File: src/rtl/core/sfp_ram.sv
`timescale 1ns / 1ps

module sfp_ram #(
	parameter int WIDTH = 8,
	parameter int DEPTH = 16
) (
	input  logic                     clk,
	input  logic                     wr_en,
	input  logic [$clog2(DEPTH)-1:0] wr_addr,
	input  logic [WIDTH-1:0]         wr_data,
	input  logic [$clog2(DEPTH)-1:0] rd_addr,
	output logic [WIDTH-1:0]         rd_data
);

	logic [WIDTH-1:0] mem [DEPTH];

	// Write one entry, read one entry with registered data
	always_ff @(posedge clk) begin
		if (wr_en) begin
			mem[wr_addr] <= wr_data;
		end
		rd_data <= mem[rd_addr];
	end

endmodule

File: config.mk
export PLATFORM = sky130hd
export DESIGN_NAME = sfp_ram
export DESIGN_NICKNAME = d
export VERILOG_FILES = /design/src/rtl/core/sfp_ram.sv
export SDC_FILE = /design/constraint.sdc
export NUM_CORES = 1
export LEC_CHECK = 0
export BUFFER_PORTS_ARGS = -buffer_cell sky130_fd_sc_hd__clkbuf_2
export CORE_MARGIN = 8
export CORE_UTILIZATION = 45
export CTS_BUF_LIST = sky130_fd_sc_hd__clkbuf_8
export DETAILED_ROUTE_END_ITERATION = 6
export PLACE_DENSITY = 0.66
export SETUP_SLACK_MARGIN = 0.5
export SLEW_MARGIN = 20
export SYNTH_ARGS = -nofsm -noshare
export SYNTH_HDL_FRONTEND = slang
export SYNTH_SLANG_ARGS = --single-unit
File: constraint.sdc
create_clock -name clk -period 4.13 [get_ports clk]
set_clock_uncertainty 0.2 [all_clocks]
set_input_delay 0.413 -clock clk [delete_from_list [all_inputs] [get_ports clk]]
set_output_delay 0.413 -clock clk [all_outputs]
set_load 0.005 [all_outputs]
==> metrics.md <==
| Metric | Value |
|---|---|
| Fin Setup TNS | `0 ns` |
| CP Capture Type | `flip-flop` |
| Die area | `about 15000 µm²` |
| Dpl hpwl | `between 6000 and 7000 µm` |
| Clock sink count | `between 100 and 150` |
| Nets@finish | `between 200 and 300` |
| ANT nets after route | `0` |
| Type of origin of the critical path | `primary input` |
| Remaining DRCs | `0` |
| Peak VDD IR | `0.2159 mV` |
| R2R Path Start | `mem[1][2]$_DFFE_PP_` |
| Fin. Hold Viols | `0` |
| IO Count | `26` |
| Initial antenna violation count | `0` |
| Clk slew on worst S/H paths | `0.08 ns` |
| All-Layer GR Usage | `13.31%` |
| Worst Path Arrival | `2.28 ns` |
| Slew of the pin with the lowest slew margin | `0.9244 ns` |
| CORE AREA | `between 10000 and 15000 µm²` |
| Placer Congestion | `around 0.72` |
| Unrepaired setup endpoints after global routing | `no` |
| Vias in the first global route | `around 2400` |
| Clock Tree Buf Depth | `2` |
| Worst hold path type | `in2reg` |
| Final setup violation count | `0` |
| Largest net degree at the start of global routing | `33` |
| Pwr Density | `between 500 and 600 nW/µm²` |
| Cell depth of the worst setup path | `5` |
| Crit path cell chain | `clkbuf_2, buf_4, mux4_2, a22oi_1, nand2_1` |
| Antenna cells | `0` |
| Post-Route WL | `~9400 µm` |
| DR vias | `~2400` |
| CP top delay family | `buffers and inverters` |
| Worst EP required | `4.25 ns` |
| Clk_lat worst skew | `roughly 0.43 ns` |
| Post-Syn Area | `just over 5000 µm²` |
| PortBufs | `25` |
| Cts hold-fix bufs | `0` |
| Crit-path slowest cell | `clkbuf_2` |
| Sum of buffers and inverters on the critical path | `2` |
| Final-report max-slew violation count | `0` |
| Layout cells sized above 1 | `28.57%` |
| Hold WS | `about 0.18 ns` |
| CP Launch Point | `rd_addr[0]` |
| Post-CTS Setup Bufs | `0` |
| Die W | `123.0 µm` |
| Yosys cell types | `19` |
| Core Rows | `39` |
| Relative slew slack | `between 30% and 40%` |
| Starting DRT DRC Count | `about 220` |
| Setup CP Type | `in2reg` |
| Total grt overflow | `0` |
| First-pass GRT wire length | `between 10000 and 15000 µm` |
| Leak pwr | `approximately 2.0 nW` |
| P&R area growth vs syn | `14.24%` |
| Fmax | `464.0 MHz` |
| R2R setup slack | `around 2.5 ns` |
| Die height | `between 100 and 150 µm` |
| Critical R2R Capture | `rd_data[2]$_DFF_P_` |
| Fin crit period | `between 2 and 2.5 ns` |
| Total clock buffers created by CTS | `17` |
| Crit Path Max Fanout | `20` |
| Vias per cell | `approximately 5.6` |
| CP peak stage delay | `0.58 ns` |
| Post_cts resized | `0` |
| Mapped Cells | `~230` |
| Worst Reg-to-Reg Cells | `3` |
| Fin crit share | `a little over half` |
| Initial core utilization | `between 40% and 50%` |
| Max cap viols | `0` |
| Synth Register Bits | `approximately 140` |
| Syn nets | `247` |
| Avg Cell Area, Syn | `approximately 22 µm²` |
| CTS tree | `done` |
| Avg WL per Cell | `roughly 22 µm` |
| Htree depth | `4` |
| Outcome | `finished, final reports clean` |
| Synth Warn # | `0` |
| Root Buffer Master | `clkbuf_8` |
| Seq/Total Area, Yosys | `77.78%` |
| DRT Pass-1 Iters | `4` |
| Worst setup endpoint | `rd_data[7]$_DFF_P_` |
## logic make-up after synthesis
family	after synthesis	share of synthesized area [%]
DFF	136	77.78
and+or+nand+nor	35	3.184
muxes	32	15.02
AOI/OAI and AO/OA	16	2.334
buffers and inverters	10	1.677
## cells in the final DEF, fill, tap and decap left out
master	synthesis	routed
mux4_2	18	18
clkinv_2	0	1
nand2_1	9	9
nor2b_1	1	1
nand3b_1	2	2
inv_1	0	1
a22oi_1	16	16
buf_4	1	4
nor2_1	13	13
clkinvlp_4	0	3
bufinv_16	0	6
or3b_2	1	1
inv_6	0	4
dfxtp_1	8	8
and2b_1	1	1
nor3_1	4	3
clkbuf_2	0	25
edfxtp_1	128	128
clkbuf_8	0	17
nand3_1	1	1
and2_1	1	1
nand2b_1	2	2
nor3_2	0	1
mux4_1	14	14
## worst min path at each step
stage | startpoint | end | slack (ns) | cells after the start
detailed placement | mem[14][2]$_DFFE_PP_ | rd_data[2]$_DFF_P_ | 0.46 | 3
floorplan | wr_data[0] | mem[0][0]$_DFFE_PP_ | 0.31 | 0
global placement | mem[12][2]$_DFFE_PP_ | rd_data[2]$_DFF_P_ | 0.45 | 3
global route | wr_data[0] | mem[13][0]$_DFFE_PP_ | 0.21 | 1
CTS | wr_data[7] | mem[15][7]$_DFFE_PP_ | 0.18 | 1
finish | wr_data[7] | mem[15][7]$_DFFE_PP_ | 0.18 | 1
## synth_stat cells (all sizes together)
| master | instances | area share, % |
|---|---|---|
| dfxtp | 8 | 3.1 |
| mux4 | 32 | 15 |
| and2b | 1 | 0.15 |
| a22oi | 16 | 2.3 |
| nand3b | 2 | 0.29 |
| nor2 | 13 | 0.95 |
| nor3 | 4 | 0.39 |
| nand2b | 2 | 0.24 |
| and2 | 1 | 0.12 |
| or3b | 1 | 0.17 |
| clkdlybuf4s25 | 3 | 0.58 |
| buf | 7 | 1.1 |
| nand3 | 1 | 0.097 |
| nand2 | 9 | 0.66 |
| edfxtp | 128 | 75 |
| nor2b | 1 | 0.12 |
## registers in the layout (all words and copies together) (netlist names)
register,count
mem,128
rd_data,8
## area by class of cell
class                           instances  area, µm²
Clock inverter                         15      246.5
Clock buffer                           17      234.0
Multi-Input combinational cell         83       1062
Sequential cell                       136       4004
Tap cell                              143      178.9
Timing Repair Buffer                   29      155.1
Fill cell                             860       5391
## per-stage QoR
stage	worst slack (ns)	power (W)	util, %	instances	area [µm²]
finish	1.975	0.002972	52.17	423	5881
global route	1.827	0.003050	52.17	423	5881
CTS	1.952	0.002986	52.17	423	5881
detailed placement	1.484	0.001716	47.91	391	5400
global placement	1.539	0.001711	47.86	391	5395
floorplan	2.024	0.001657	-	229	5147
## report_power, final
part           total, W  internal (W)  switching, W
sequential      0.00155       0.00154    0.00000949
clock           0.00129      0.000784      0.000505
combinational  0.000133     0.0000558     0.0000767
total           0.00297       0.00238      0.000592
## routing by layer
metal  vias up  GRT usage [%]  share of wire, %
li1       1046              -                 -
met1      1234          17.42                45
met2        79          19.57                48
met3         9          4.795               5.4
met4         0          6.245               1.5
met5         -              0                 0
Note: power is estimated with default switching activity, not from simulation.
